### config.mk
export PLATFORM = sky130hd
export DESIGN_NAME = tpt_front
export DESIGN_NICKNAME = d
export VERILOG_FILES = /design/src/rtl/tpt_pkg.sv /design/src/rtl/tpt_front.sv
export SDC_FILE = /design/constraint.sdc
export NUM_CORES = 1
export LEC_CHECK = 0
export BUFFER_PORTS_ARGS = -buffer_cell sky130_fd_sc_hd__buf_2
export CAP_MARGIN = 20
export CORE_MARGIN = 4
export CORE_UTILIZATION = 51
export CTS_CLUSTER_SIZE = 14
export DETAILED_ROUTE_END_ITERATION = 7
export GPL_TIMING_DRIVEN = 1
export PLACE_DENSITY = 0.83
export REMOVE_ABC_BUFFERS = 1
export SYNTH_ARGS = -nofsm -noshare
export SYNTH_HDL_FRONTEND = slang
export SYNTH_SLANG_ARGS = --single-unit
### constraint.sdc
create_clock -name clock -period 4.2 [get_ports clock]
set_input_delay 0.21 -clock clock [delete_from_list [all_inputs] [get_ports clock]]
set_output_delay 0.21 -clock clock [all_outputs]
set_load 0.05 [all_outputs]
### src/rtl/tpt_pkg.sv
package tpt_pkg;

   localparam int COORD_BITS = 24;
   localparam int NORMAL_FRAC_BITS = 14;
   localparam int DIFF_BITS = COORD_BITS + 1;
   localparam int SQ_BITS = 2 * DIFF_BITS;
   localparam int ROOT_BITS = DIFF_BITS + 1;
   localparam int NUM_BITS = DIFF_BITS + NORMAL_FRAC_BITS + 1;
   localparam int NRM_BITS = NORMAL_FRAC_BITS + 2;
   localparam int PROD_BITS = NRM_BITS + 9;
   localparam int OFS_SHIFT = NORMAL_FRAC_BITS - 7;
   localparam int QUEUE_DEPTH = 2;
   localparam int QPTR_BITS = $clog2(QUEUE_DEPTH);

   localparam logic [1:0] REG_THICKNESS = 2'd0;
   localparam logic [1:0] REG_COLOUR    = 2'd1;
   localparam logic [1:0] REG_VISIBLE   = 2'd2;

   typedef logic signed [COORD_BITS-1:0] coord_type;

   typedef struct packed {
      coord_type px;
      coord_type py;
      coord_type cx;
      coord_type cy;
      logic      last_seg;
   } seg_type;

   typedef enum logic [2:0] {
      ST_IDLE,
      ST_SQRT,
      ST_DIV,
      ST_OFS,
      ST_EMIT
   } state_type;

endpackage

### src/rtl/tpt_front.sv
module tpt_front (
   input  logic                 clock,
   input  logic                 reset,
   input  logic                 req_valid,
   output logic                 req_stall,
   input  tpt_pkg::coord_type   req_point_x,
   input  tpt_pkg::coord_type   req_point_y,
   input  logic                 req_last_point,
   input  logic                 req_closed,
   input  logic                 visible,
   output logic                 q_push,
   output tpt_pkg::seg_type     q_data,
   input  logic                 q_room2
);
   tpt_pkg::coord_type first_x_ff, first_y_ff, prev_x_ff, prev_y_ff;
   tpt_pkg::coord_type first_x_in, first_y_in, prev_x_in, prev_y_in;
   logic [1:0] seen_ff, seen_in;
   logic       pend_ff, pend_in;
   tpt_pkg::seg_type pend_seg_ff, pend_seg_in;
   logic       acc;

   assign req_stall = pend_ff || !q_room2;
   assign acc = req_valid && !req_stall;

   always_comb begin
      first_x_in = first_x_ff;
      first_y_in = first_y_ff;
      prev_x_in = prev_x_ff;
      prev_y_in = prev_y_ff;
      seen_in = seen_ff;
      pend_in = 1'b0;
      pend_seg_in = pend_seg_ff;
      q_push = 1'b0;
      q_data = pend_seg_ff;
      if (pend_ff) begin
         q_push = 1'b1;
      end else if (acc) begin
         prev_x_in = req_point_x;
         prev_y_in = req_point_y;
         if (seen_ff == 2'd0) begin
            first_x_in = req_point_x;
            first_y_in = req_point_y;
         end else if (visible) begin
            q_push = 1'b1;
            q_data.px = prev_x_ff;
            q_data.py = prev_y_ff;
            q_data.cx = req_point_x;
            q_data.cy = req_point_y;
            q_data.last_seg = !(req_last_point && req_closed);
            pend_in = req_last_point && req_closed;
            pend_seg_in.px = req_point_x;
            pend_seg_in.py = req_point_y;
            pend_seg_in.cx = first_x_ff;
            pend_seg_in.cy = first_y_ff;
            pend_seg_in.last_seg = 1'b1;
         end
         if (req_last_point) seen_in = 2'd0;
         else if (seen_ff != 2'd2) seen_in = seen_ff + 2'd1;
      end
   end

   always_ff @(posedge clock) begin
      if (reset) begin
         first_x_ff <= '0;
         first_y_ff <= '0;
         prev_x_ff <= '0;
         prev_y_ff <= '0;
         seen_ff <= '0;
         pend_ff <= 1'b0;
      end else begin
         first_x_ff <= first_x_in;
         first_y_ff <= first_y_in;
         prev_x_ff <= prev_x_in;
         prev_y_ff <= prev_y_in;
         seen_ff <= seen_in;
         pend_ff <= pend_in;
      end
      pend_seg_ff <= pend_seg_in;
   end

`ifndef SYNTHESIS
   a_pend_push: assert property (@(posedge clock) disable iff (reset)
      pend_ff |-> q_push) else $error("pending closing segment not pushed");
   a_pend_stall: assert property (@(posedge clock) disable iff (reset)
      pend_ff |-> req_stall) else $error("accept while closing pending");
   a_seen_range: assert property (@(posedge clock) disable iff (reset)
      seen_ff != 2'd3) else $error("points_seen overflow");
`endif
endmodule

Word-level counts from Yosys, hierarchy flattened
Cells that the tools add are included.

word-level totals
  bits in registers = 195
  bits in latches = 0
  RAM bits = 0
  ROM bits = 0
  input bits = 55
  output and inout port bits = 99
  logic and storage cells = 39
  memories = 0

operators by class
  $add $sub $neg = 1
  multipliers = 0
  div/mod/pow operators = 0
  magnitude comparators = 0
  eq/ne operators = 1
  shifts and indexed selects = 0
  mux-type cells = 10
  bitwise logic cells = 4
  reduce and logical (&&, ||, !) cells = 13

operators with widths
  kind                 count
  $mux 97              4
  $reduce_and 3->1     2
  $reduce_or 5->1      1
  $mux 1               4
  $mux 2               2
  $not 1->1            4
  $reduce_and 4->1     1
  $logic_not 1->1      3
  $add 2x1->2 const B  1
  $logic_and 1x1->1    2
  $logic_not 2->1      1
  $ne 2x2->1 const B   1
  $reduce_and 2->1     1
  $reduce_bool 2->1    1
  $logic_or 1x1->1     1

Depth between registers and ports, before layout
  word-level depth = 6
  mapped depth = 8
  depth with buffers taken out = 5

Worst setup path after synthesis
OpenSTA, ideal clock, no wires.

  kind = register to output
  start point = reg seen_ff[0]
  end point = out q_data[0] (netlist name)
  data arrival time = 3.978 ns
  data required time = 3.990 ns
  setup slack = 0.012 ns
  cell stages (with the launch flop) = 9
  buffers on the path = 3
  cells stage by stage = dfxtp_1 inv_1 ha_1 nand3b_1 buf_2 buf_6 buf_6 inv_1 nand3_1

RTL lines
  element                 RTL line         RTL
  start, declared         tpt_front.sv:17  logic [1:0] seen_ff, seen_in;
  start signal, assigned  tpt_front.sv:75  seen_ff <= seen_in;
  end, declared           tpt_front.sv:12  output tpt_pkg::seg_type q_data,

==> flow_summary.ini <==
[setup_path]
slowest_stage = buf_12
cp_top_family = buffers and inverters
crit_arrival_ps = 2410
critical-path-max-stage-delay_ps = 450
crit_fanout = 98
cp-end-kind = primary output
worst_setup_path_start_kind = flip-flop
path_class = reg2out
critPathRequiredTime_ps = 3990
cp_num_buf_inv = 2
path_cells = and3b_2 -> nand3b_1 -> buf_12 -> mux2_2 -> buf_2

[die]
die_y_um = 129
die_w_um = 129
initial_core_util_pct = 51.9
num_rows = 44
io-pin-count = 154
dieArea_sq_um = 16700
core_area_sq_um = 14500

[power_and_ir_drop]
pwr_density_cell_nw_per_um2 = 425
p_comb_share_pct = 6.5
pwr-share-clk_pct = 41.0
p_int_mw = 3.09
seqPwrFrac_pct = 52.5
leakage_nw = 3.47
switching_share_pct = 21.5
p_switching_mw = 0.845
power.total_mw = 3.94
vdd_drop_max_v = 0.000325

[routing]
avgViaCountPerCell = 5.21
drt_iter0_drc = 311
route.detailed.drc = 0
vias = 5221
routed_wl_um = 15500
firstDrtPassIters = 5
ant_nets = 0
detail_route.wl_per_cell_um = 15.5

[timing]
worstMarginPinSlew_ps = 1060
finalSetupViolations = 0
finalCritPeriodShare_pct = 62.5
max_clock_freq_ghz = 0.381
tns_ps = 0
finalClockSkew_ps = 6.58
rsz0062_at_grt = false
timing.slew.headroom_pct = 29.4
hold_viol = 0
layout_setup_ws_ps = 1580
period_minus_slack_ps = 2620
slew_viol_final = 0

[placement]
gp_congestion = 0.741
io_buffers = 153
dp_hpwl_um = 9230
dp_cells = 945
pre_cts_slack_ps = 1950

[final_layout]
area_delta_synth_final_pct = 23.2
final_core_util_pct = 63.9
antenna_cells = 0
fin_cells = 1003
final_net_count = 864
drive_gt1_share_pct = 34.9

[clock_network]
cts-root-buf = clkbuf_16
clock-sinks = 195
cts_tree = done
clk_latency_ps = 420
clockBufferDepth = 2
cts_made_buffers = 17
htree_levels = 4
clk_pin_slew_worst_paths_ps = 70
post_cts_buffers = 0

[global_route]
track_usage_pct = 19.1
grt_overflow = 0
grt_pass1_vias = 5104
antenna_found_initial = 0
grt_pass1_wl_um = 25100
grt_start_max_net_pins = 100

[logic_synthesis]
netlist_instances = 645
synth-seq-cells = 195
netlist_area_sq_um = 7510
synth_edf_count = 96
ys.flop_type = dfxtp_1
yosysUniqueCellTypes = 22
synth_area_per_cell_sq_um = 11.6
async_reset_ff_share_pct = 0
synth-seq-area-share_pct = 64.8
yosys_warnings = 0

[outcome]
status = finished clean

[hold_path]
hold_path_class = in2reg

[run]
maxCapViolCount = 0
[metrics by stage]
stage / instance area [sq um] / hold WS (ps)
floorplan: 7320 / 279
global placement: 8390 / 410
detailed placement: 8390 / 415
CTS: 9240 / 0.259
global route: 9260 / 1.96
finish: 9260 / 16.0
[placed cells by master, fill, tap and decap left out]
| cell type | n |
|---|---|
| clkinvlp_4 | 2 |
| inv_4 | 1 |
| nor2_1 | 1 |
| buf_2 | 152 |
| nand2b_1 | 2 |
| mux2_2 | 89 |
| buf_4 | 5 |
| o21ai_0 | 2 |
| and4b_2 | 1 |
| nand3b_1 | 2 |
| a21oi_1 | 98 |
| nor3_1 | 1 |
| nand2_1 | 193 |
| nand4b_1 | 1 |
| nand3_1 | 3 |
| clkbuf_16 | 17 |
| and3b_2 | 1 |
| inv_1 | 2 |
| clkbuf_1 | 2 |
| nor2b_1 | 1 |
| buf_6 | 1 |
| clkinv_1 | 2 |
| ha_1 | 2 |
| clkinv_2 | 2 |
| edfxtp_1 | 96 |
| dfxtp_1 | 99 |
| buf_12 | 2 |
| clkbuf_8 | 2 |
| mux2_4 | 7 |
| bufinv_16 | 3 |
| dlygate4sd3_1 | 26 |
| inv_6 | 1 |
[what timing repair did]
item | 4_1_cts | 5_1_grt
gates resized for setup | 0 | 0
endpoints found under the hold margin | 26 | 0
setup endpoints to repair | 0 | 0
hold buffers | 26 | 0
[per-layer routing]
metal | up-vias | GRT usage, % | part of all wire [%]
li1 | 2554 | - | -
met1 | 2491 | 25.3 | 44
met2 | 157 | 31.3 | 48
met3 | 19 | 4.37 | 5.9
met4 | 0 | 6.36 | 1.4
met5 | - | 0 | 0
[cells by family after synthesis]
kind of cell	count (synthesis)	share of synthesized area, %
adder cells (fa/ha/maj)	2	0.333
AO/OA/AOI/OAI	100	6.66
AND/OR/NAND/NOR	206	10.8
buffers and inverters	46	2.70
multiplexers	96	14.7
flip-flops	195	64.8
[cell usage after synthesis (all sizes together), types with 2 or more instances]
library cell    n  area [sq um]
clkbuf         23          86.3
nand2         193           724
nand3b          2          15.0
buf            20           105
nand3           3          15.0
edfxtp         96          2880
nand2b          2          12.5
ha              2          25.0
inv             3          11.3
a21oi          98           490
dfxtp          99          1980
mux2           96          1110
o21ai           2          10.0
[state kept, by name (all words and copies together), names as in the netlist]
signal       count
first_x_ff      24
first_y_ff      24
prev_x_ff       24
pend_ff          1
seen_ff          2
prev_y_ff       24
pend_seg_ff     96
[cell type report]
cell class	instances	area, sq um
repair buffers	186	1110
multi-input cells	404	2440
clock buffers	21	460
well taps	184	230
inverters	3	13.8
flip-flops and latches	195	4860
clock inverters	10	131
fillers	1113	5220
[power groups by stage]
stage	Clock, mW	Sequential [mW]	Combinational, mW
4_1_cts	1.64	2.07	0.257
3_3_place_gp	0	2.10	0.232
5_1_grt	1.73	2.07	0.284
6_report	1.61	2.07	0.256
3_5_place_dp	0	2.11	0.238
2_1_floorplan	0	2.10	0.137
[worst reg2reg max path, stage by stage (launching register included)]
cell and delay, ps:
dfxtp_1 310, inv_1 90, ha_1 180, nand4b_1 570
buf_4 530, nand2_1 150, a21oi_1 70
[worst paths after layout]
check / startpoint / end / slack (ps) / cells after the start
max: pend_ff / q_data[58] / 1580 / 5
min: req_point_x[1] / pend_seg_ff[74] / 20 / 1
max reg2reg: seen_ff[0] / first_y_ff[8] / 2130 / 6
min reg2reg: first_x_ff[4] / pend_seg_ff[29] / 430 / 0
No activity file was read; power rests on OpenSTA's default activity.
