## config.mk

```make
export PLATFORM = sky130hd
export DESIGN_NAME = tpt_back
export DESIGN_NICKNAME = d
export VERILOG_FILES = /design/src/rtl/tpt_pkg.sv /design/src/rtl/tpt_back.sv
export SDC_FILE = /design/constraint.sdc
export NUM_CORES = 2
export LEC_CHECK = 0
export BUFFER_PORTS_ARGS = -buffer_cell sky130_fd_sc_hd__buf_2
export CORE_MARGIN = 1.5
export CORE_UTILIZATION = 50
export CTS_CLUSTER_DIAMETER = 100
export CTS_CLUSTER_SIZE = 30
export DETAILED_ROUTE_END_ITERATION = 10
export MAX_ROUTING_LAYER = met4
export PLACE_DENSITY = 0.66
export RECOVER_POWER = 25
export SLEW_MARGIN = 20
export SYNTH_ARGS = -nofsm -noshare
export SYNTH_HDL_FRONTEND = slang
export SYNTH_SLANG_ARGS = --single-unit
export TNS_END_PERCENT = 100
```

## constraint.sdc

```tcl
create_clock -name clock -period 17.92 [get_ports clock]
set_clock_uncertainty 0.1 [all_clocks]
set_input_delay 0.896 -clock clock [delete_from_list [all_inputs] [get_ports clock]]
set_output_delay 0.896 -clock clock [all_outputs]
set_load 0.01 [all_outputs]
```

## src/rtl/tpt_pkg.sv

```systemverilog
package tpt_pkg;

   localparam int COORD_BITS = 24;
   localparam int NORMAL_FRAC_BITS = 14;
   localparam int DIFF_BITS = COORD_BITS + 1;
   localparam int SQ_BITS = 2 * DIFF_BITS;
   localparam int ROOT_BITS = DIFF_BITS + 1;
   localparam int NUM_BITS = DIFF_BITS + NORMAL_FRAC_BITS + 1;
   localparam int NRM_BITS = NORMAL_FRAC_BITS + 2;
   localparam int PROD_BITS = NRM_BITS + 9;
   localparam int OFS_SHIFT = NORMAL_FRAC_BITS - 7;
   localparam int QUEUE_DEPTH = 2;
   localparam int QPTR_BITS = $clog2(QUEUE_DEPTH);

   localparam logic [1:0] REG_THICKNESS = 2'd0;
   localparam logic [1:0] REG_COLOUR    = 2'd1;
   localparam logic [1:0] REG_VISIBLE   = 2'd2;

   typedef logic signed [COORD_BITS-1:0] coord_type;

   typedef struct packed {
      coord_type px;
      coord_type py;
      coord_type cx;
      coord_type cy;
      logic      last_seg;
   } seg_type;

   typedef enum logic [2:0] {
      ST_IDLE,
      ST_SQRT,
      ST_DIV,
      ST_OFS,
      ST_EMIT
   } state_type;

endpackage

```

## src/rtl/tpt_back.sv

```systemverilog
module tpt_back (
   input  logic                clock,
   input  logic                reset,
   input  logic                seg_valid,
   output logic                seg_pop,
   input  tpt_pkg::seg_type    seg,
   input  logic [7:0]          thickness,
   input  logic [31:0]         colour,
   output logic                rsp_valid,
   input  logic                rsp_stall,
   output tpt_pkg::coord_type  rsp_vertex_x,
   output tpt_pkg::coord_type  rsp_vertex_y,
   output logic [31:0]         rsp_vertex_colour,
   output logic                rsp_last_vertex,
   output logic                busy
);
   localparam int DB = tpt_pkg::DIFF_BITS;
   localparam int SB = tpt_pkg::SQ_BITS;
   localparam int RB = tpt_pkg::ROOT_BITS;
   localparam int NB = tpt_pkg::NUM_BITS;
   localparam int MB = tpt_pkg::NRM_BITS;
   localparam int PB = tpt_pkg::PROD_BITS;
   localparam int CB = tpt_pkg::COORD_BITS;
   localparam int XB = CB + 2;
   localparam int RCB = $clog2(SB / 2 + 1);
   localparam int DCB = $clog2(NB + 1);
   localparam logic signed [XB-1:0] CMAX = XB'((64'sd1 <<< (CB - 1)) - 1);
   localparam logic signed [XB-1:0] CMIN = -CMAX - XB'(1);

   tpt_pkg::state_type st_ff, st_in;
   tpt_pkg::seg_type sg_ff;
   logic [DB-1:0] ax_ff, ay_ff;
   logic dxn_ff, dyp_ff;
   logic [SB-1:0] rem_ff, sq_ff;
   logic [RB-1:0] root_ff;
   logic [RCB-1:0] rcnt_ff;
   logic [NB-1:0] numx_ff, numy_ff;
   logic [RB+1:0] remx_ff, remy_ff;
   logic [MB-1:0] qx_ff, qy_ff;
   logic [DCB-1:0] dcnt_ff;
   logic signed [XB-1:0] ox_ff, oy_ff;
   logic [2:0] vi_ff;
   logic v_ff, vl_ff;
   tpt_pkg::coord_type vx_ff, vy_ff;

   logic signed [DB-1:0] dx, dy;
   logic [SB+1:0] trial;
   logic [RB+1:0] rx_sh, ry_sh;
   logic [PB-1:0] px, py;
   logic [PB-1:0] mxr, myr;
   logic signed [XB-1:0] sx, sy, vxw, vyw;
   logic out_free, emit;

   assign out_free = !v_ff || !rsp_stall;
   assign busy = st_ff != tpt_pkg::ST_IDLE || v_ff;
   assign dx = DB'(sg_ff.cx) - DB'(sg_ff.px);
   assign dy = DB'(sg_ff.cy) - DB'(sg_ff.py);

   always_comb begin
      st_in = st_ff;
      case (st_ff)
         tpt_pkg::ST_IDLE: if (seg_valid) st_in = tpt_pkg::ST_SQRT;
         tpt_pkg::ST_SQRT: if (rcnt_ff == '0) st_in = tpt_pkg::ST_DIV;
         tpt_pkg::ST_DIV:  if (dcnt_ff == '0) st_in = tpt_pkg::ST_OFS;
         tpt_pkg::ST_OFS:  st_in = tpt_pkg::ST_EMIT;
         tpt_pkg::ST_EMIT: if (out_free && vi_ff == 3'd5) st_in = tpt_pkg::ST_IDLE;
         default:          st_in = tpt_pkg::ST_IDLE;
      endcase
   end

   always_comb begin
      seg_pop = st_ff == tpt_pkg::ST_IDLE && seg_valid;
      emit = st_ff == tpt_pkg::ST_EMIT && out_free;
      trial = {rem_ff[SB-1:0], sq_ff[SB-1 -: 2]} - {{(SB - RB){1'b0}}, root_ff, 2'b01};
      rx_sh = {remx_ff[RB:0], numx_ff[NB-1]};
      ry_sh = {remy_ff[RB:0], numy_ff[NB-1]};
      mxr = PB'(qx_ff) * PB'(thickness);
      myr = PB'(qy_ff) * PB'(thickness);
      px = (mxr + PB'(1 << (tpt_pkg::OFS_SHIFT - 1))) >> tpt_pkg::OFS_SHIFT;
      py = (myr + PB'(1 << (tpt_pkg::OFS_SHIFT - 1))) >> tpt_pkg::OFS_SHIFT;
      case (vi_ff)
         3'd1, 3'd5: begin
            sx = XB'(sg_ff.cx) - ox_ff; sy = XB'(sg_ff.cy) - oy_ff;
         end
         3'd2: begin
            sx = XB'(sg_ff.px) - ox_ff; sy = XB'(sg_ff.py) - oy_ff;
         end
         3'd4: begin
            sx = XB'(sg_ff.cx) + ox_ff; sy = XB'(sg_ff.cy) + oy_ff;
         end
         default: begin
            sx = XB'(sg_ff.px) + ox_ff; sy = XB'(sg_ff.py) + oy_ff;
         end
      endcase
      vxw = sx > CMAX ? CMAX : (sx < CMIN ? CMIN : sx);
      vyw = sy > CMAX ? CMAX : (sy < CMIN ? CMIN : sy);
   end

   always_ff @(posedge clock) begin
      if (reset) begin
         st_ff <= tpt_pkg::ST_IDLE;
         v_ff <= 1'b0;
      end else begin
         st_ff <= st_in;
         if (emit) v_ff <= 1'b1;
         else if (!rsp_stall) v_ff <= 1'b0;
      end
      case (st_ff)
         tpt_pkg::ST_IDLE: begin
            sg_ff <= seg;
            rcnt_ff <= RCB'(SB / 2);
            root_ff <= '0;
            rem_ff <= '0;
         end
         tpt_pkg::ST_SQRT: begin
            if (rcnt_ff == RCB'(SB / 2)) begin
               ax_ff <= dx[DB-1] ? DB'(-dx) : DB'(dx);
               ay_ff <= dy[DB-1] ? DB'(-dy) : DB'(dy);
               dxn_ff <= dx[DB-1];
               dyp_ff <= !dy[DB-1] && dy != '0;
               sq_ff <= SB'((dx[DB-1] ? DB'(-dx) : DB'(dx)) * (dx[DB-1] ? DB'(-dx) : DB'(dx)))
                      + SB'((dy[DB-1] ? DB'(-dy) : DB'(dy)) * (dy[DB-1] ? DB'(-dy) : DB'(dy)));
               rcnt_ff <= rcnt_ff - RCB'(1);
            end else begin
               if (!trial[SB+1]) begin
                  rem_ff <= SB'(trial);
                  root_ff <= {root_ff[RB-2:0], 1'b1};
               end else begin
                  rem_ff <= {rem_ff[SB-3:0], sq_ff[SB-1 -: 2]};
                  root_ff <= {root_ff[RB-2:0], 1'b0};
               end
               sq_ff <= {sq_ff[SB-3:0], 2'b00};
               if (rcnt_ff != '0) rcnt_ff <= rcnt_ff - RCB'(1);
               numx_ff <= (NB'(ay_ff) << tpt_pkg::NORMAL_FRAC_BITS);
               numy_ff <= (NB'(ax_ff) << tpt_pkg::NORMAL_FRAC_BITS);
               dcnt_ff <= DCB'(NB);
            end
         end
         tpt_pkg::ST_DIV: begin
            if (dcnt_ff == DCB'(NB)) begin
               numx_ff <= numx_ff + NB'(root_ff >> 1);
               numy_ff <= numy_ff + NB'(root_ff >> 1);
               remx_ff <= '0;
               remy_ff <= '0;
            end else begin
               numx_ff <= {numx_ff[NB-2:0], rx_sh >= (RB+2)'(root_ff)};
               numy_ff <= {numy_ff[NB-2:0], ry_sh >= (RB+2)'(root_ff)};
               remx_ff <= rx_sh >= (RB+2)'(root_ff) ? rx_sh - (RB+2)'(root_ff) : rx_sh;
               remy_ff <= ry_sh >= (RB+2)'(root_ff) ? ry_sh - (RB+2)'(root_ff) : ry_sh;
            end
            dcnt_ff <= dcnt_ff - DCB'(1);
         end
         tpt_pkg::ST_OFS: begin
            vi_ff <= '0;
         end
         default: begin
            if (emit) vi_ff <= vi_ff + 3'd1;
         end
      endcase
      if (st_ff == tpt_pkg::ST_DIV && dcnt_ff == '0) begin
         qx_ff <= root_ff == '0 ? '0 :
                  MB'({numx_ff[NB-2:0], rx_sh >= (RB+2)'(root_ff)});
         qy_ff <= root_ff == '0 ? '0 :
                  MB'({numy_ff[NB-2:0], ry_sh >= (RB+2)'(root_ff)});
      end
      if (st_ff == tpt_pkg::ST_OFS) begin
         ox_ff <= dyp_ff ? -XB'(px) : XB'(px);
         oy_ff <= dxn_ff ? -XB'(py) : XB'(py);
      end
      if (emit) begin
         vx_ff <= CB'(vxw);
         vy_ff <= CB'(vyw);
         vl_ff <= vi_ff == 3'd5 && sg_ff.last_seg;
      end
   end

   assign rsp_valid = v_ff;
   assign rsp_vertex_x = vx_ff;
   assign rsp_vertex_y = vy_ff;
   assign rsp_vertex_colour = colour;
   assign rsp_last_vertex = vl_ff;

`ifndef SYNTHESIS
   a_hold: assert property (@(posedge clock) disable iff (reset)
      (v_ff && rsp_stall) |=> v_ff && $stable(vx_ff)) else $error("stalled vertex lost");
   a_pop_idle: assert property (@(posedge clock) disable iff (reset)
      seg_pop |-> st_ff == tpt_pkg::ST_IDLE) else $error("pop while busy");
   a_emit: assert property (@(posedge clock) disable iff (reset)
      emit |-> vi_ff <= 3'd5) else $error("vertex index range");
`endif
endmodule

```

After elaboration in Yosys (flattened, before gate mapping)
Cells that the tools add are included.
{"block": "op_classes", "add_sub_neg": 25, "mul": 4, "n_div": 0, "order_cmp": 6, "eq_ne": 17, "n_shift": 0, "n_mux": 39, "bitwise_logic": 1, "reduce_logical": 29}
{"op": "50-bit 2-to-1 mux", "n": 5}
{"op": "40-bit 2-to-1 mux", "n": 4}
{"op": "40-bit case mux with 2 select lines", "n": 2}
{"op": "26-bit case mux with 3 select lines", "n": 2}
{"op": "24-bit by 26-bit adder with 26-bit output", "n": 4}
{"op": "24-bit by 26-bit subtractor with 26-bit output", "n": 4}
{"op": "50-bit by 50-bit multiplier with 50-bit output", "n": 2}
{"op": "50-bit case mux with 2 select lines", "n": 1}
{"op": "24-bit 2-to-1 mux", "n": 4}
{"op": "40-bit by 25-bit adder with 40-bit output", "n": 2}
{"op": "28-bit by 26-bit >= comparator with 1-bit output", "n": 2}
{"op": "27-bit 2-to-1 mux", "n": 2}
{"op": "27-bit by 26-bit subtractor with 27-bit output", "n": 2}
{"op": "26-bit by 24-bit > comparator with 1-bit output (second input constant)", "n": 2}
{"op": "26-bit by 24-bit less-than comparator with 1-bit output (second input constant)", "n": 2}
{"op": "18-bit negation with 26-bit output", "n": 2}
{"op": "26-bit case mux with 2 select lines", "n": 1}
{"op": "52-bit by 28-bit subtractor with 52-bit output", "n": 1}
{"op": "24-bit by 7-bit adder with 25-bit output (second input constant)", "n": 2}
{"op": "50-bit adder", "n": 1}
{"op": "25-bit negation", "n": 2}
{"op": "24-bit by 24-bit subtractor with 25-bit output", "n": 2}
{"op": "16-bit by 8-bit multiplier with 24-bit output", "n": 2}
{"op": "18-bit 2-to-1 mux", "n": 2}
{"op": "other kinds (36)", "n": 66}
{"block": "totals", "regBits": 560, "latch_bits": 0, "ramBits": 0, "mem_bits_ro": 0, "input_bits": 141, "output_inout_bits": 84, "wordCells": 154, "memories": 0}

Logic depth before layout (Yosys ltp)
{"block": "logic_depth", "word_depth": 6, "depth_mapped": 52, "ltp_nobuf": 50}

Least setup slack after synthesis
OpenSTA, ideal clock, no wires.
{"block": "synth_path", "path_type": "register -> register", "from": "reg sg_ff[49] in the netlist's numbering", "to": "reg sq_ff[49], data pin", "setup_ps": 258, "arrival_ps": 12592, "t_required_ps": 17562, "setup_slack_ps": 4970, "path_stages_with_launch": 44, "n_path_buf": 2, "period_less_slack_ps": 12950, "cell_sequence": "edfxtp_1 > ha_1 > fa_1 > nand2b_1 > a211oi_2 > o21ai_0 > a21boi_0 > or4_1 > nor4_1 > nand3b_1 > nor2_1 > nand3_1 > nor3b_1 > ha_1 > clkbuf_1 > clkbuf_1 > nand2_1 > fa_1 > (+8 left out) > fa_1 > fa_1 > inv_1 > fa_1 > inv_1 > ha_1 > a21o_1 > a21o_1 > a21oi_1 > or3b_2 > o21ai_0 > a31oi_1 > a31oi_1 > a21oi_1 > xnor2_1 > xnor2_1 > xnor2_1 > o21ai_1"}
{"block": "synth_via", "elab_chain_len": 6}
{"item": "start, declared", "line": "tpt_back.sv:31", "rtl": "tpt_pkg::seg_type sg_ff;"}
{"item": "start signal, assigned", "line": "tpt_back.sv:110", "rtl": "sg_ff <= seg;"}
{"item": "24-bit by 24-bit subtractor with 25-bit output (*)", "line": "tpt_back.sv:57", "rtl": "assign dy = DB'(sg_ff.cy) - DB'(sg_ff.py);"}
{"item": "25-bit negation", "line": "tpt_back.sv:122", "rtl": "+ SB'((dy[DB-1] ? DB'(-dy) : DB'(dy)) * (dy[DB-1] ? DB'(-dy) : DB'(dy)));"}
{"item": "50-bit 2-to-1 mux (*)", "line": "tpt_back.sv:122"}
{"item": "50-bit by 50-bit multiplier with 50-bit output (*)", "line": "tpt_back.sv:122"}
{"item": "50-bit adder (*)", "line": "tpt_back.sv:122"}
{"item": "50-bit 2-to-1 mux (*)", "line": "tpt_back.sv:116", "rtl": "if (rcnt_ff == RCB'(SB / 2)) begin"}
{"item": "end signal, assigned", "line": "tpt_back.sv:121", "rtl": "sq_ff <= SB'((dx[DB-1] ? DB'(-dx) : DB'(dx)) * (dx[DB-1] ? DB'(-dx) : DB'(dx)))"}
{"item": "end signal, assigned", "line": "tpt_back.sv:132", "rtl": "sq_ff <= {sq_ff[SB-3:0], 2'b00};"}
{"item": "end, declared", "line": "tpt_back.sv:34", "rtl": "logic [SB-1:0] rem_ff, sq_ff;"}
Mark *: on every way between the ends. The rest lies on a longest branch, timed or not.
A chain may end at the register's enable or synchronous reset.

Worst setup path after layout
{"block": "layout_path", "from": "reg sg_ff[1] in the netlist's numbering", "to": "reg sq_ff[49], data pin"}
Same word-level chain as after synthesis.

==> impl_summary.md <==
Status
The run finished, with violations left. The final reports fail on max-capacitance violations, max-slew violations.

Timing
Setup violations remaining at the end of the flow were counted as 0. Setup repair after global routing left no endpoint under its margin. For the finished layout, the period the worst path requires is 15.12 ns. The number of hold violations in the final report is 0. The slew of the pin with the lowest slew margin is just under 4 ns.

Dividing the final minimum period by the clock period gives 0.844. The count of final max-slew check failures was 273. Derived from the worst setup path, the maximum achievable clock frequency is approximately 66 MHz.

Headroom to the max-slew limit came out at -1.62. After routing, the total negative slack on setup checks comes to 0 ns.

Placement
The count of input and output buffers is between 150 and 200. At the end of routability-driven placement, the weighted congestion stood at roughly 1.0. The wire-length estimate of the detail-placed layout is 251 mm. The number of placed instances, taps included, is about 13,000.

Worst hold path
The type of the most critical hold path is in -> reg. The startpoint of the tightest hold check path is seg[95]. Counting instances, the worst hold path has a depth of 1. The path with the worst hold slack has its endpoint at sg_ff[95].

Clock network
The post-CTS setup buffer count is 0. In this run, post-CTS repair resized a total of 0 instances. The clock tree root buffer cell is clkbuf_16.

After clock tree synthesis, the clock-pin slew on the worst setup and hold paths is 0.12 ns. Buffers inserted during clock tree synthesis total 34. After clock tree synthesis, the flow added hold-fix buffers numbering 0.

The number of H-tree levels is 2. The later pin in the worst-skew pair is clocked with a latency of 0.69 ns. The tree built by TritonCTS fans out to between 500 and 600 sinks. The clock tree from TritonCTS is yes. No sink is reached through more buffers than the 3 on the longest clock path.

Worst setup path
The kind of capture point of the worst setup path is a register. The data arrival time at the worst-slack endpoint is 15.37 ns. In this run the critical register-to-register path is captured at sq_ff[49]. The critical register-to-register path startpoint is sg_ff[1].

The startpoint class of the critical path is a register. The kind of critical path is reg -> reg. The largest stage delay on the critical path is 1.14 ns. Data on the critical path is required at its endpoint by roughly 18 ns. By instance count, the cell type seen most on the critical path is fa_1.

For this design, the slowest cell found on the critical path is clkbuf_1. Of all nets on the critical path, the largest fanout is 26. Counting cells, the worst reg-to-reg path comes to 43.

Across all register-to-register paths, the minimum setup slack is approximately 2.8 ns.

Routing
The routed wire length per instance is 22.5 um. Across all layers, the routed design uses around 74,000 vias. In the routed layout, each cell is associated on average with a via count of 5.60. In the routed design, unresolved DRC markers number 0. For this run, the detailed router's first-pass iteration total came to 6.

For this block, the initial DRC count from the detailed router was 5,746. The final antenna-violating net count is 0. The detailed-route wire length is 300 mm.

Global routing
The total congestion overflow after global routing is 0. The first global-routing pass estimated 462 mm of wire. The initial antenna violation count is 18. The total global routing track utilization is 0.306. The largest net degree at the start of global routing is 95. The via count of the first global-routing pass is 79,500.

Cells and area
The area growth from synthesis to layout is 4.82%. The final-stage net count is 13,500. The share of cells above drive strength 1 is 0.0354.

The non-filler instance count after layout is 13,300. Leaving out fill and tap cells, the most frequent cells in the layout are inv_1 (2,504), fa_1 (1,841), nand2_1 (889), ha_1 (880), nor2_1 (758). The leading cell type in the layout, fill and taps excluded is inv_1.

Die
around 230 I/O pins were placed. The core region is 0.202 mm^2. The initial utilization of the core area, before any placement, comes to 0.503.

The die covers 0.206 mm^2. The die outline width is 454 um. The floorplan row count is 165. The die is 454 um tall.

Synthesis
The area of the mapped netlist is about 0.10 mm^2. Averaged over all synthesized cells, the footprint is 9.57 um^2. The number of instances in the synthesized netlist is 10,600. The sequential element share of the synthesized area is 0.165. The number of library cell types mapped by synthesis is around 120. The number of synthesized flops with an enable pin is around 560. In this run, synthesis produced a sequential element count of 560. The most used flip-flop cell after synthesis is edfxtp_1.

The share of async-settable or async-resettable flops after synthesis is 0. The number of warning messages in the yosys log is 0. The number of nets in the synthesized netlist is 13,500.

Flow run
The number of maximum-capacitance violations is 7.
[worst max-delay path by stage]
stage	start	endpoint	cells after the start
floorplan	sg_ff[49]	sq_ff[49]	43
global placement	sg_ff[1]	sq_ff[49]	45
detailed placement	sg_ff[49]	sq_ff[49]	44
CTS	sg_ff[1]	sq_ff[49]	45
global route	sg_ff[1]	sq_ff[49]	43
finish	sg_ff[1]	sq_ff[49]	43
[Yosys cell counts, types with 33 or more instances]
| cell | instances | area [um^2] |
|---|---|---|
| inv_1 | 2506 | 9410 |
| fa_1 | 1841 | 36900 |
| nand2_1 | 889 | 3340 |
| ha_1 | 880 | 11000 |
| nor2_1 | 760 | 2850 |
| edfxtp_1 | 556 | 16700 |
| a21oi_1 | 396 | 1980 |
| xnor2_1 | 366 | 3210 |
| o21ai_0 | 319 | 1600 |
| clkbuf_1 | 223 | 837 |
| xor2_1 | 205 | 1800 |
| and2_1 | 181 | 1130 |
| a21o_1 | 144 | 1080 |
| nor3_1 | 120 | 601 |
| nand3_1 | 94 | 470 |
| mux2i_1 | 77 | 771 |
| nor2b_1 | 69 | 432 |
| nand2b_1 | 67 | 419 |
| o21a_1 | 66 | 495 |
| a211oi_1 | 60 | 450 |
| a31oi_1 | 54 | 338 |
| and3_1 | 53 | 332 |
| o21bai_1 | 37 | 278 |
| or3_1 | 36 | 225 |
| buf_4 | 33 | 248 |
[stage by stage]
| step | utilization | hold WS [ns] | area (um^2) | setup slack (ns) |
|---|---|---|---|---|
| 4_1_cts | 0.527 | 0.254 | 106000 | 3.21 |
| 5_1_grt | 0.527 | 0.268 | 106000 | 2.16 |
| 2_1_floorplan | - | 0.389 | 101000 | 4.97 |
| 6_report | 0.527 | 0.284 | 106000 | 2.80 |
| 3_3_place_gp | 0.521 | 0.403 | 105000 | 3.46 |
| 3_5_place_dp | 0.521 | 0.401 | 105000 | 3.32 |
[flip-flops by register name, summed over array words and instances, names as in the netlist, 25 cells and up]
| register | flops |
|---|---|
| sg_ff | 97 |
| remy_ff | 27 |
| ay_ff | 25 |
| ox_ff | 26 |
| oy_ff | 26 |
| sq_ff | 50 |
| numy_ff | 40 |
| ax_ff | 25 |
| numx_ff | 40 |
| rem_ff | 50 |
| root_ff | 26 |
| remx_ff | 27 |
[kinds of logic after synthesis]
kind of cell,after synthesis,share of synthesized area
other,1,0.0000369
adder cells (fa/ha/maj),2721,0.472
multiplexers,83,0.00826
XOR/XNOR,576,0.0503
flip-flops,560,0.165
buffers and inverters,2837,0.107
AND/OR/NAND/NOR,2443,0.110
AO/OA/AOI/OAI,1385,0.0875
[worst max-delay path, delay by kind of cell (launching register included)]
family                     cells  cell delay (ns)
adders and majority gates     15             7.10
and+or+nand+nor                9             2.53
DFF                            1             0.38
AOI/OAI and AO/OA              8             1.91
buffers and inverters          8             2.21
xor gates and xnor gates       3             0.49
[final cells by class]
| type | instances | area (um^2) |
|---|---|---|
| Clock inverter | 22 | 363 |
| Timing Repair Buffer | 260 | 1440 |
| Clock buffer | 35 | 876 |
| Tap cell | 2672 | 3340 |
| Sequential cell | 560 | 16800 |
| Inverter | 2528 | 9510 |
| Fill cell | 18400 | 95500 |
| Multi-Input combinational cell | 7209 | 74000 |
| Antenna cell | 11 | 27.5 |
[metal layers]
layer	part of all wire	up-vias	track usage
li1	-	33100	-
met1	0.37	37900	0.359
met2	0.50	2704	0.512
met3	0.059	735	0.0363
met4	0.071	0	0.174
met5	0	-	-
Power is left out: the tool's default activity adds up to more than one toggle a clock period on the data nets, which glitch-free logic cannot reach.
