## src/rtl/tpt_pkg.sv

```systemverilog
package tpt_pkg;

   localparam int COORD_BITS = 24;
   localparam int NORMAL_FRAC_BITS = 14;
   localparam int DIFF_BITS = COORD_BITS + 1;
   localparam int SQ_BITS = 2 * DIFF_BITS;
   localparam int ROOT_BITS = DIFF_BITS + 1;
   localparam int NUM_BITS = DIFF_BITS + NORMAL_FRAC_BITS + 1;
   localparam int NRM_BITS = NORMAL_FRAC_BITS + 2;
   localparam int PROD_BITS = NRM_BITS + 9;
   localparam int OFS_SHIFT = NORMAL_FRAC_BITS - 7;
   localparam int QUEUE_DEPTH = 2;
   localparam int QPTR_BITS = $clog2(QUEUE_DEPTH);

   localparam logic [1:0] REG_THICKNESS = 2'd0;
   localparam logic [1:0] REG_COLOUR    = 2'd1;
   localparam logic [1:0] REG_VISIBLE   = 2'd2;

   typedef logic signed [COORD_BITS-1:0] coord_type;

   typedef struct packed {
      coord_type px;
      coord_type py;
      coord_type cx;
      coord_type cy;
      logic      last_seg;
   } seg_type;

   typedef enum logic [2:0] {
      ST_IDLE,
      ST_SQRT,
      ST_DIV,
      ST_OFS,
      ST_EMIT
   } state_type;

endpackage

```

## src/rtl/tpt_queue.sv

```systemverilog
module tpt_queue (
   input  logic              clock,
   input  logic              reset,
   input  logic              push,
   input  tpt_pkg::seg_type  push_data,
   output logic              room2,
   output logic              pop_valid,
   input  logic              pop,
   output tpt_pkg::seg_type  pop_data
);
   localparam int PW = tpt_pkg::QPTR_BITS;
   tpt_pkg::seg_type mem_ff [tpt_pkg::QUEUE_DEPTH];
   logic [PW-1:0] wr_ff, wr_in, rd_ff, rd_in;
   logic [PW:0]   cnt_ff, cnt_in;
   logic do_pop;

   assign do_pop = pop && pop_valid;
   assign pop_valid = cnt_ff != '0;
   assign pop_data = mem_ff[rd_ff];
   assign room2 = cnt_ff == '0;

   always_comb begin
      wr_in = push ? wr_ff + PW'(1) : wr_ff;
      rd_in = do_pop ? rd_ff + PW'(1) : rd_ff;
      cnt_in = cnt_ff + (PW+1)'(push) - (PW+1)'(do_pop);
   end

   always_ff @(posedge clock) begin
      if (reset) begin
         wr_ff <= '0;
         rd_ff <= '0;
         cnt_ff <= '0;
      end else begin
         wr_ff <= wr_in;
         rd_ff <= rd_in;
         cnt_ff <= cnt_in;
      end
      if (push) mem_ff[wr_ff] <= push_data;
   end

`ifndef SYNTHESIS
   a_no_over: assert property (@(posedge clock) disable iff (reset)
      !(push && !do_pop && cnt_ff == (PW+1)'(tpt_pkg::QUEUE_DEPTH)))
      else $error("queue overflow");
   a_cnt_step: assert property (@(posedge clock) disable iff (reset)
      (push && !do_pop) |=> cnt_ff == $past(cnt_ff) + (PW+1)'(1))
      else $error("queue count");
   a_cnt_max: assert property (@(posedge clock) disable iff (reset)
      cnt_ff <= (PW+1)'(tpt_pkg::QUEUE_DEPTH)) else $error("queue count range");
`endif
endmodule

```

## config.mk

```make
export PLATFORM = sky130hd
export DESIGN_NAME = tpt_queue
export DESIGN_NICKNAME = d
export VERILOG_FILES = /design/src/rtl/tpt_pkg.sv /design/src/rtl/tpt_queue.sv
export SDC_FILE = /design/constraint.sdc
export NUM_CORES = 1
export LEC_CHECK = 0
export ABC_AREA = 1
export BUFFER_PORTS_ARGS = -buffer_cell sky130_fd_sc_hd__buf_2
export CORE_MARGIN = 2
export CORE_UTILIZATION = 35
export CTS_BUF_LIST = sky130_fd_sc_hd__clkbuf_8
export DETAILED_ROUTE_END_ITERATION = 6
export GPL_TIMING_DRIVEN = 1
export PLACE_DENSITY = 0.58
export SYNTH_ARGS = -nofsm -noshare
export SYNTH_HDL_FRONTEND = slang
export SYNTH_SLANG_ARGS = --single-unit
```

## constraint.sdc

```tcl
create_clock -name clock -period 7.5 [get_ports clock]
set_input_delay 0.75 -clock clock [delete_from_list [all_inputs] [get_ports clock]]
set_output_delay 0.75 -clock clock [all_outputs]
set_load 0.02 [all_outputs]
```

Word-level counts from Yosys, hierarchy flattened
Memory sizes are Yosys's and may differ from the RTL's. A register that Yosys moved wholly into a read port is not among the register bits.
Cells that the tools add are included.
W data, S select, Z words.

word-level totals
  register bits after elaboration = 4
  memories kept = 1
  RAM bits = 194
  word-level logic and storage cells = 15

memories
  memory  depth  bits a word  rd ports  clocked after memory_dff  write ports  line             source
  mem_ff  2      97           1         1                         1            tpt_queue.sv:12  tpt_pkg::seg_type mem_ff [tpt_pkg::QUEUE_DEPTH];

operators by class
  muxes and demuxes = 4
  add/subtract/negate cells = 4
  reductions and logical operators = 3

operators with widths
  kind                   count
  $mux W1                4
  $add A1 B1 Y1 const B  2
  $add A2 B1 Y2          1
  $logic_not A2 Y1       1
  $reduce_bool A2 Y1     1
  $sub A2 B1 Y2          1
  $logic_and A1 B1 Y1    1

Logic depth before layout (Yosys ltp)
Gate-level depths: netlist of run 1.

  depth after elaboration = 4
  depth in mapped cells = 10
  gate-level depth less buffers = 10

Least setup slack after synthesis of run 1
OpenSTA, ideal clock, no wires.

  kind = input -> register
  start point = in push
  end point = mem mem_ff[0][0] in the netlist's numbering, enable pin
  setup time = 0.556 ns
  data arrival time = 4.851 ns
  stages on the path = 2
  setup slack = 2.093 ns
  buffers on the path = 0
  required time = 6.944 ns
  path through = inv_1 nor2_1

between the ends
  cells in the longest elaborated chain, start to end = 2

ends and longest elaborated chain
  what                           line             source
  from (decl)                    tpt_queue.sv:4   input logic push,
  $mux W1                        tpt_queue.sv:38  if (push) mem_ff[wr_ff] <= push_data;
  $mux W1 (not written as such)  tpt_queue.sv:38
  to (decl)                      tpt_queue.sv:12

No other way between the ends.

==> results.md, run 1 <==
* Outcome: completed
* Critical R2R Launch: wr_ff
* Combinational Power Share at 22.5%
* Worst slack at placement at 4.526 ns
* Routing usage on met1 at 14.10%
* CP max FO at 55
* Clk root buf: clkbuf_8
* DIE AREA at 0.02219 mm^2
* Placed insts at 805
* GR Util All Layers at between 10% and 20%
* Internal power at 1896 uW
* Tmin final at 3.364 ns
* Hold Crit Class: input port to flop
* HP Start: push_data[54]
* Initial antenna violation count at 0
* TritonCTS clock tree: yes
* Final setup fails at 0
* Syn nets at around 440
* # diodes at 0
* GRT Residual Overflow at 0
* Synth top area cells: edfxtp_1 79%, mux2_2 10%, mux2_4 6.1%
* Latest clock arrival within the worst-skew pair at 0.45 ns
* Max incr delay on CP at 0.81 ns
* Cell Area, Synth at 0.007356 mm^2
* H-Tree Level Count at 4
* Worst-margin pin slew at between 0.8 and 0.9 ns
* Reg2reg end: mem_ff[1][72]
* Register area share after synthesis at between 80% and 90%
* PortBufs at 199
* I/O Pins at 200
* RSZ-0062 raised after global routing: no
* Number of distinct library cells after synthesis at 13
* Postcts setup bufs at 0
* Hold Path Depth at 1
* Crit path DAT at 2.61 ns
* Crit Path Category: flop to output port
* Placement row count at between 50 and 60
* Design Area, Final at 0.009077 mm^2
* Hpwl dp at ~9000 um
* CP Data Required Time at 6.75 ns
* Setup Skew at 0.01152 ns
* Hold Path End: mem_ff[1][54]
* Cell family with most CP delay: buffers and inverters
* Crit path buf inv count at 2
* Core Region at around 0.021 mm^2
* Avg Synthesized Cell Area at between 20 and 25 um^2
* Finished Layout Cells at 837
* Mapped Cells at 338
* Biggest area consumer among synthesized cells: edfxtp_1
* Most frequent cells in the layout: 199 x buf_2, 194 x edfxtp_1, 67 x mux2_2, 30 x mux2_4, 17 x clkbuf_8
* Setup TNS at 0 ns
* Met2 Use GR at about a fifth
* Vias in the first global route at 4105
* Gr busiest metal: met2
* Starting DRT DRC Count at about 170
* Fmax achieved at 297.2 MHz
* Final worst slack at 4.136 ns
* Clk sink count at 199
* Slew Viols, Final at 0
* Slowest stage cell, crit path: buf_4
* Met3 usage at 4.312%
* DIE HEIGHT at 149.0 um
* Final Hold Fails at 0
* Area Growth Syn to Fin at 23.41%
* Top cell type's share of synthesized area at 79.20%
* Commonest non-fill, non-tap cell in the layout: buf_2
* ANT nets after route at 0
* Crit path cell chain: buf_4, mux2_2, buf_2
* Critical path capture point type: output port
* Die Wd at 149.0 um
* Num CTS Buffers at 17
* Vias/cell at 4.479
* Final wirelength at roughly 14000 um
* Pre-Repair DR Iteration Count at 4
* # Max-Cap Violations at 0
* Clock Pin Slew Worst Setup and Hold Paths at 0.10 ns
* Layout cells sized above 1 at around 59%
* Post-CTS sizing at 0
* DR WL/cell at 16.45 um
* Sw Ratio at 28.70%
* Crit path launch type: flop
* Max clock buf depth at 2
* Pin count of the biggest net entering global routing at between 50 and 60
* Power per standard cell area at just under 300 mW/mm^2
* Vias at 3749
* # nets final at 652
* Ys Warns at 0
* Register-to-Register Path Depth at 3
* Relative slew slack at 40.85%
* Switch Pwr at 763.0 uW
* FF+latch count, synth at between 150 and 200
* GP Congestion at 0.7027
* Initial cell density of the core at between 30% and 40%
* LEAKAGE at 0.003441 uW
* CTS Hold Bufs at 0
* Reg2reg setup slack at 5.41 ns
* Final Cycle Share at 44.86%
* Clock power share at 27.2%
* First-pass GRT wire length at 20690 um
* Number of remaining DRC errors at 0
* VDD IR max at roughly 0.00012 V
* Sequential power share at about half
* Placed Area at 0.008653 mm^2
worst max path at each step:
stage	startpoint	endpoint	slack (ns)	depth (start not counted)
2_1_floorplan	push	mem_ff[0][0]	2.09	2
3_3_place_gp	flop	pop_data[94]	4.57	3
3_5_place_dp	flop	pop_data[8]	4.53	3
4_1_cts	flop	pop_data[95]	4.02	3
5_1_grt	flop	pop_data[94]	3.93	3
6_report	flop	pop_data[8]	4.14	3
final cells by class:
| cell class | instances | area (um^2) |
|---|---|---|
| Sequential cell | 199 | 5929 |
| Timing Repair Buffer | 203 | 1026 |
| Clock buffer | 17 | 234.0 |
| Fill cell | 1906 | 11750 |
| Clock inverter | 15 | 190.2 |
| Tap cell | 275 | 344.1 |
| Multi-Input combinational cell | 118 | 1314 |
| Inverter | 10 | 40.04 |
cell usage after synthesis:
library cell	n
a21oi_1	1
buf_2	6
buf_6	5
dfxtp_1	5
edfxtp_1	194
ha_1	2
inv_1	10
mux2_2	67
mux2_4	30
nand2_1	6
nand3_1	2
nor2_1	9
nor3_1	1
logic make-up (layout without fill, tap and decap cells):
logic type               Yosys count  after routing  share of synthesized area [%]
flip-flops                       199            199                          80.56
adder cells (fa/ha/maj)            2              2                         0.3401
buffers and inverters             21            245                          1.684
multiplexers                      97             97                          16.38
AND/OR/NAND/NOR                   18             18                         0.9694
AO/OA/AOI/OAI                      1              1                        0.06797
power by group through the flow:
stage	logic, uW	registers (uW)	clock network [uW]
6_report	598	1340	724
5_1_grt	641	1350	790
4_1_cts	608	1340	752
3_5_place_dp	606	1370	0
3_3_place_gp	596	1360	0
2_1_floorplan	458	1330	0
sequential cells by signal (all words and copies together) (netlist names), named ones only:
register,cells
cnt_ff,2
mem_ff,194
wr_ff,1
rd_ff,1
metal layers:
metal,up-vias,routed length [um]
met2,129,7062
met1,1866,5579
met3,11,926
met4,0,199
met5,-,0
li1,1743,-
stage by stage:
| step | hold slack (ns) | utilization [%] | total power (uW) |
|---|---|---|---|
| floorplan | 0.4675 | - | 1792 |
| global placement | 0.4900 | 41.56 | 1958 |
| detailed placement | 0.5143 | 41.56 | 1972 |
| CTS | 0.4397 | 43.59 | 2700 |
| global route | 0.4379 | 43.59 | 2778 |
| finish | 0.4830 | 43.59 | 2659 |
Power figures use the tool's default switching activity.
==> run 2: changes to the inputs <==
--- a/config.mk
+++ b/config.mk
@@ -5,7 +5,7 @@
 export SDC_FILE = /design/constraint.sdc
 export NUM_CORES = 1
 export LEC_CHECK = 0
-export ABC_AREA = 1
+export ABC_AREA = 0
 export BUFFER_PORTS_ARGS = -buffer_cell sky130_fd_sc_hd__buf_2
 export CORE_MARGIN = 2
 export CORE_UTILIZATION = 35
==> constraint.sdc (replaced) <==
create_clock -name clock -period 3.1 [get_ports clock]
set_input_delay 0.31 -clock clock [delete_from_list [all_inputs] [get_ports clock]]
set_output_delay 0.31 -clock clock [all_outputs]
set_load 0.02 [all_outputs]
==> run 2 against run 1 <==
  * Worst setup slack worse by 3.3 ns
  * Design area rose by 3.5%
  * Cell count up 2.6%
  * Via count rose by 1.1%
  * Clock skew is 0.0024 ns higher
==> results.md, run 2 <==
* Initial antenna violation count at 2 (was 0)
* GR Util All Layers at 12.34% (was 12.28%)
* PortBufs at 199 (unchanged)
* GRT Residual Overflow at 0 (unchanged)
* RSZ-0062 raised after global routing: no (unchanged)
* Top cells by count, synth: 194 x edfxtp_1, 69 x mux2_2, 30 x mux2_4 (was 194 x edfxtp_1, 67 x mux2_2, 30 x mux2_4)
* Critical path capture point type: output port (unchanged)
* Vias at 3791 (was 3749)
* Ys Warns at 0 (unchanged)
* Setup Skew at 0.01388 ns (was 0.01152 ns)
* Most frequent cells in the layout: 199 x buf_2, 194 x edfxtp_1, 69 x mux2_2, 31 x dlygate4sd3_1, 30 x mux2_4 (was 199 x buf_2, 194 x edfxtp_1, 67 x mux2_2, 30 x mux2_4, 17 x clkbuf_8)
* Vias/cell at 4.413 (was 4.479)
* Most common cell in the synthesized netlist: edfxtp_1 (unchanged)
* GP Congestion at 0.6989 (was 0.7027)
* Mapped Cells at 325 (was 338)
* Pre-Repair DR Iteration Count at 4 (unchanged)
* Cell Area, Synth at 0.007357 mm^2 (was 0.007356 mm^2)
* Crit path cell chain: buf_12, mux2_2, buf_2 (was buf_4, mux2_2, buf_2)
* # nets final at 671 (was 652)
* Tmin final at 2.264 ns
* LEAKAGE at 0.003552 uW (was 0.003441 uW)
* Crit path buf inv count at 2 (unchanged)
* Number of fillers in the final layout at 1845 (was 1906)
* Number of remaining DRC errors at 0 (unchanged)
* Final Hold Fails at 0 (unchanged)
* Final wirelength at 13640 um (was 13770 um)
* Crit path DAT at 1.95 ns (was 2.61 ns)
* Final setup fails at 0 (unchanged)
* CP Data Required Time at 2.79 ns (was 6.75 ns)
* Num CTS Buffers at 17 (unchanged)
* Finished Layout Cells at 859 (was 837)
* TritonCTS clock tree: yes (unchanged)
* Worst-margin pin slew at 0.7532 ns (was 0.8873 ns)
* Commonest non-fill, non-tap cell in the layout: buf_2 (unchanged)
* Post-CTS sizing at 0 (unchanged)
* Latest clock arrival within the worst-skew pair at 0.46 ns (was 0.45 ns)
* Vias in the first global route at 3997 (was 4105)
* Biggest area consumer among synthesized cells: edfxtp_1 (unchanged)
* Final Cycle Share at 73.04%
* Initial cell density of the core at 35.33% (about the same)
* Hold Crit Class: input port to flop (unchanged)
* VDD IR max at 0.0003935 V (was 0.0001166 V)
* FFs w/ async S/R, synth at 0% (unchanged)
* Slowest stage cell, crit path: mux2_2 (was buf_4)
* Hpwl dp at 8973 um (was 9192 um)
* Syn nets at 428 (was 441)
* Top cell type's share of synthesized area at 79.18% (was 79.20%)
* Number of distinct library cells after synthesis at 15 (was 13)
* Clk sink count at 199 (unchanged)
* DR WL/cell at 15.87 um (was 16.45 um)
* Hold WS at 0.04190 ns (was 0.4830 ns)
* FF+latch count, synth at 199 (unchanged)
* Area of the multi-input gates at 0.001344 mm^2 (was 0.001314 mm^2)
* Biggest register: mem_ff (unchanged)
* Crit path launch type: flop (unchanged)
* Crit Path Category: flop to output port (unchanged)
* Clock Pin Slew Worst Setup and Hold Paths at 0.10 ns (about the same)
* Placed insts at 793 (was 805)
* Pin count of the biggest net entering global routing at 97 (was 56)
* Max incr delay on CP at 0.42 ns (was 0.81 ns)
* Layout cells sized above 1 at 57.31% (was 59.25%)
* CTS Hold Bufs at 29 (was 0)
* Postcts setup bufs at 0 (unchanged)
* EDFF count, synth at 194 (unchanged)
* ANT nets after route at 0 (unchanged)
* I/O Pins at 200 (unchanged)
* Clk root buf: clkbuf_8 (unchanged)
* Area Growth Syn to Fin at 27.72% (was 23.41%)
* Register area share after synthesis at 80.54% (was 80.56%)
* Largest register FFs at 194 (unchanged)
* Core Region at 0.02082 mm^2 (unchanged)
* Outcome: completed (unchanged)
* Starting DRT DRC Count at 185 (was 167)
* Avg Synthesized Cell Area at 22.64 um^2 (was 21.76 um^2)
* Worst slack at placement at 1.341 ns (was 4.526 ns)
* Placement row count at 53 (unchanged)
* Synth top area cells: edfxtp_1 79%, mux2_2 11%, mux2_4 6.1% (was edfxtp_1 79%, mux2_2 10%, mux2_4 6.1%)
* Top Registers: mem_ff (194), cnt_ff (2) (unchanged)
* CP max FO at 96 (was 55)
* Final worst slack at 0.8357 ns (was 4.136 ns)
* DIE HEIGHT at 149.0 um (about the same)
* Power per standard cell area at 687.4 mW/mm^2 (was 292.9 mW/mm^2)
* Relative slew slack at 49.79% (was 40.85%)
* Placed Area at 0.008687 mm^2 (was 0.008653 mm^2)
* Pwr Total at 6459 uW (was 2659 uW)
* Design Area, Final at 0.009397 mm^2 (was 0.009077 mm^2)
* Fmax achieved at 441.6 MHz
* First-pass GRT wire length at 20600 um (was 20690 um)
* DIE AREA at 0.02220 mm^2 (was 0.02219 mm^2)
* Slew Viols, Final at 0 (unchanged)
* # Max-Cap Violations at 0 (unchanged)
* Cell family with most CP delay: buffers and inverters (unchanged)
* Register Area at 0.005929 mm^2 (unchanged)
* Main synth FF type: edfxtp_1 (unchanged)
* Max clock buf depth at 2 (unchanged)
* Die Wd at 149.0 um (about the same)
* H-Tree Level Count at 4 (unchanged)
-- run 2: cell count changes in the layout (fill, tap and decap cells not counted), sizes merged, moves of 3 or more --
| cell | previous run | this run |
|---|---|---|
| clkinv | 4 | 8 |
| diode | 0 | 3 |
| dlygate4sd3 | 0 | 31 |
| inv | 17 | 7 |
| nand2 | 6 | 0 |
| nor2 | 9 | 3 |
| nor2b | 0 | 3 |
-- run 2: where the power goes --
part | internal (uW) | total, uW | switching, uW
Combinational | 715 | 1600 | 885
Sequential | 3150 | 3200 | 48.8
Clock | 788 | 1660 | 872
Total | 4650 | 6460 | 1810
-- run 2: stage by stage --
stage                     TNS [ns]  utilization [%]
after detailed placement         0            41.72
final                            0            45.13
after CTS                        0            44.99
after global routing             0            45.10
after floorplan             -2.068                -
after global placement           0            41.72
-- run 2: layout make-up --
type                    count  share of cell area (%)
flip-flops and latches    199                   63.10
repair buffers            235                   14.57
multi-input cells         112                   14.30
well taps                 275                   3.662
clock buffers              17                   2.490
clock inverters            15                   1.678
inverters                   3                  0.1198
diodes                      3                 0.07989
-- run 2: path summary, 6_finish.rpt --
| kind | startpoint | endpoint | slack, ns | cells past startpoint |
|---|---|---|---|---|
| setup / recovery | flop | pop_data[95] | 0.84 | 3 |
| hold / removal | push_data[90] | mem_ff[0][90] | 0.04 | 1 |
| setup reg to reg | wr_ff | mem_ff[1][47] | 1.40 | 2 |
| hold reg to reg | wr_ff | wr_ff | 0.60 | 2 |
-- run 2: kinds of logic after synthesis --
logic type	count (synthesis)	share of synthesized area, %
AOI/OAI and AO/OA	1	0.1021
xor gates and xnor gates	2	0.4252
adders and majority gates	2	0.3401
buffers and inverters	14	1.326
DFF	199	80.54
muxes	99	16.68
and+or+nand+nor	8	0.5784
-- run 2: metal layers --
| metal | vias to the layer above | wire [um] | GRT usage, % |
|---|---|---|---|
| met2 | 147 | 6675 | 20.39 |
| li1 | 1770 | - | - |
| met4 | 0 | 295 | 5.429 |
| met1 | 1857 | 5565 | 14.51 |
| met5 | - | 0 | 0 |
| met3 | 17 | 1100 | 4.465 |
-- run 2: worst reg2reg max path: stages (launching register included) --
cell     delay [ns]
dfxtp_1        0.42
and2_4         0.51
buf_4          0.43
==> run 3: changes to the inputs <==
--- a/config.mk
+++ b/config.mk
@@ -12,7 +12,7 @@
 export CTS_BUF_LIST = sky130_fd_sc_hd__clkbuf_8
 export DETAILED_ROUTE_END_ITERATION = 6
 export GPL_TIMING_DRIVEN = 1
-export PLACE_DENSITY = 0.58
+export PLACE_DENSITY = 0.6
 export SYNTH_ARGS = -nofsm -noshare
 export SYNTH_HDL_FRONTEND = slang
 export SYNTH_SLANG_ARGS = --single-unit
==> constraint.sdc (replaced) <==
create_clock -name clock -period 2.03 [get_ports clock]
set_input_delay 0.203 -clock clock [delete_from_list [all_inputs] [get_ports clock]]
set_output_delay 0.203 -clock clock [all_outputs]
set_load 0.02 [all_outputs]
==> run 3 against run 2 <==
  * Clock skew fell by 0.0066 ns
  * First-iteration DRC count fell by 43%
  * Via count rose by 6.8%
  * Non-clock buffer count rose by 68
  * Clock power rose by 49%
  * Sequential share of layout area fell by 4.5 points
  * Register-to-register slack got worse by 0.79 ns
  * Cell count rose by 7.6%
  * Global-route usage rose by 0.44 points
  * Count of clock-buffer cells in the layout did not move
==> results.md, run 3 (same netlist as run 2, synthesis figures left out) <==
* CP Data Required Time at 1.83 ns (was 2.79 ns)
* CTS Hold Bufs at 98 (was 29)
* Final setup fails at 0 (unchanged)
* Clk root buf: clkbuf_8 (unchanged)
* Register-to-Register Path Depth at 6 (was 2)
* Layout cells sized above 1 at 52.23% (was 57.31%)
* Critical path capture point type: output port (unchanged)
* Relative slew slack at 75.76% (was 49.79%)
* First-pass GRT wire length at 21810 um (was 20600 um)
* Most frequent cells in the layout: 199 x buf_2, 194 x edfxtp_1, 98 x dlygate4sd3_1, 69 x mux2_2, 30 x mux2_4 (was 199 x buf_2, 194 x edfxtp_1, 69 x mux2_2, 31 x dlygate4sd3_1, 30 x mux2_4)
* Commonest non-fill, non-tap cell in the layout: buf_2 (unchanged)
* Max clock buf depth at 2 (unchanged)
* # nets final at 739 (was 671)
* Outcome: completed (unchanged)
* ANT nets after route at 0 (unchanged)
* Core Region at 0.02082 mm^2 (unchanged)
* Vias at 4049 (was 3791)
* Finished Core Util at 48.58% (was 45.13%)
* GRT Residual Overflow at 0 (unchanged)
* Initial antenna violation count at 0 (was 2)
* Design Area, Final at 0.01012 mm^2 (was 0.009397 mm^2)
* Setup TNS at 0 ns (unchanged)
* Crit path DAT at 1.71 ns (was 1.95 ns)
* # Max-Cap Violations at 0 (unchanged)
* PortBufs at 199 (unchanged)
* Hpwl dp at 8841 um (was 8973 um)
* CP max FO at 50 (was 96)
* TritonCTS clock tree: yes (unchanged)
* Starting DRT DRC Count at 106 (was 185)
* I/O Pins at 200 (unchanged)
* Crit Path Category: flop to output port (unchanged)
* Fmax achieved at 522.8 MHz
* Postcts setup bufs at 0 (unchanged)
* Initial cell density of the core at 35.33% (unchanged)
* Latest clock arrival within the worst-skew pair at 0.44 ns (was 0.46 ns)
* # diodes at 0 (was 3)
* Vias/cell at 4.382 (was 4.413)
* DIE HEIGHT at 149.0 um (unchanged)
* Placement row count at 53 (unchanged)
* Num CTS Buffers at 17 (unchanged)
* GR Util All Layers at 12.77% (was 12.34%)
* Slowest stage cell, crit path: dfxtp_4 (was mux2_2)
* Setup Skew at 0.007309 ns (was 0.01388 ns)
* Placed Area at 0.008746 mm^2 (was 0.008687 mm^2)
* Top Registers: mem_ff (194), cnt_ff (2) (unchanged)
* Final Cycle Share at around 94%
* GP Congestion at 0.7052 (was 0.6989)
* Area Growth Syn to Fin at 37.50% (was 27.72%)
* Post-CTS sizing at 0 (unchanged)
* Pre-Repair DR Iteration Count at 6 (was 4)
* Number of fillers in the final layout at 1783 (was 1845)
* Vias in the first global route at 4396 (was 3997)
* Tmin final at 1.913 ns
* RSZ-0062 raised after global routing: no (unchanged)
* Clock Pin Slew Worst Setup and Hold Paths at 0.09 ns (was 0.10 ns)
* Slew Viols, Final at 0 (unchanged)
* DR WL/cell at 15.25 um (was 15.87 um)
* Final wirelength at 14090 um (was 13640 um)
* Pin count of the biggest net entering global routing at 56 (was 97)
* Final Hold Fails at 0 (unchanged)
* Number of remaining DRC errors at 0 (unchanged)
* Clk sink count at 199 (unchanged)
* DIE AREA at 0.02220 mm^2 (unchanged)
* Crit path launch type: flop (unchanged)
* Largest register FFs at 194 (unchanged)
* Biggest register: mem_ff (unchanged)
* VDD IR max at 0.0007488 V (was 0.0003935 V)
* H-Tree Level Count at 4 (unchanged)
* Hold Path Depth at 3 (was 1)
* Hold Crit Class: input port to flop (unchanged)
* Worst-margin pin slew at 0.3637 ns (was 0.7532 ns)
* LEAKAGE at 0.003839 uW (was 0.003552 uW)
* Die Wd at 149.0 um (unchanged)
* Power per standard cell area at 983.7 mW/mm^2 (was 687.4 mW/mm^2)
* Max incr delay on CP at 0.38 ns (was 0.42 ns)
* Crit path cell chain: buf_12, mux2_2, buf_2 (unchanged)
* Hold WS at 0.07428 ns (was 0.04190 ns)
[run 3: power by group]
part	switching (uW)	internal (uW)	total (uW)
registers	81.6	4810	4890
logic	1370	1210	2580
clock network	1380	1110	2480
[run 3: final timing paths]
check	from	slack, ns	to
max	flop	0.12	pop_data[86]
min reg2reg	wr_ff	0.56	wr_ff
min	push	0.07	wr_ff
max reg2reg	cnt_ff[1]	0.61	cnt_ff[1]
[run 3: worst max-delay path, delay by kind of cell, from the launching register on]
family	cells	cell delay, ns
mux	1	0.38
buf+inv	2	0.44
flops	1	0.38
[run 3: per-stage QoR]
stage          setup slack [ns]  power [uW]  instances
2_1_floorplan           -0.1580        6715        325
4_1_cts                 0.07541       10090        924
6_report                 0.1173        9951        924
3_3_place_gp             0.6062        7393        794
5_1_grt                 0.02195       10420        924
3_5_place_dp             0.5984        7445        794
[run 3: area by class of cell]
cell class | count | area, um^2 | area share, %
tap | 275 | 344.1 | 3.401
inverter | 3 | 11.26 | 0.1113
sequential | 199 | 5931 | 58.63
clock inverter | 15 | 155.1 | 1.534
clock buffer | 17 | 234.0 | 2.313
multi-input combinational | 112 | 1344 | 13.28
timing repair buffer | 303 | 2097 | 20.73
[run 3: metal layers]
metal	vias to the layer above	GRT usage, %	share of wire (%)
met4	0	4.476	1.3
met3	15	3.761	5.3
met5	-	0	0
met2	124	23.18	53
li1	1903	-	-
met1	2007	14.26	40
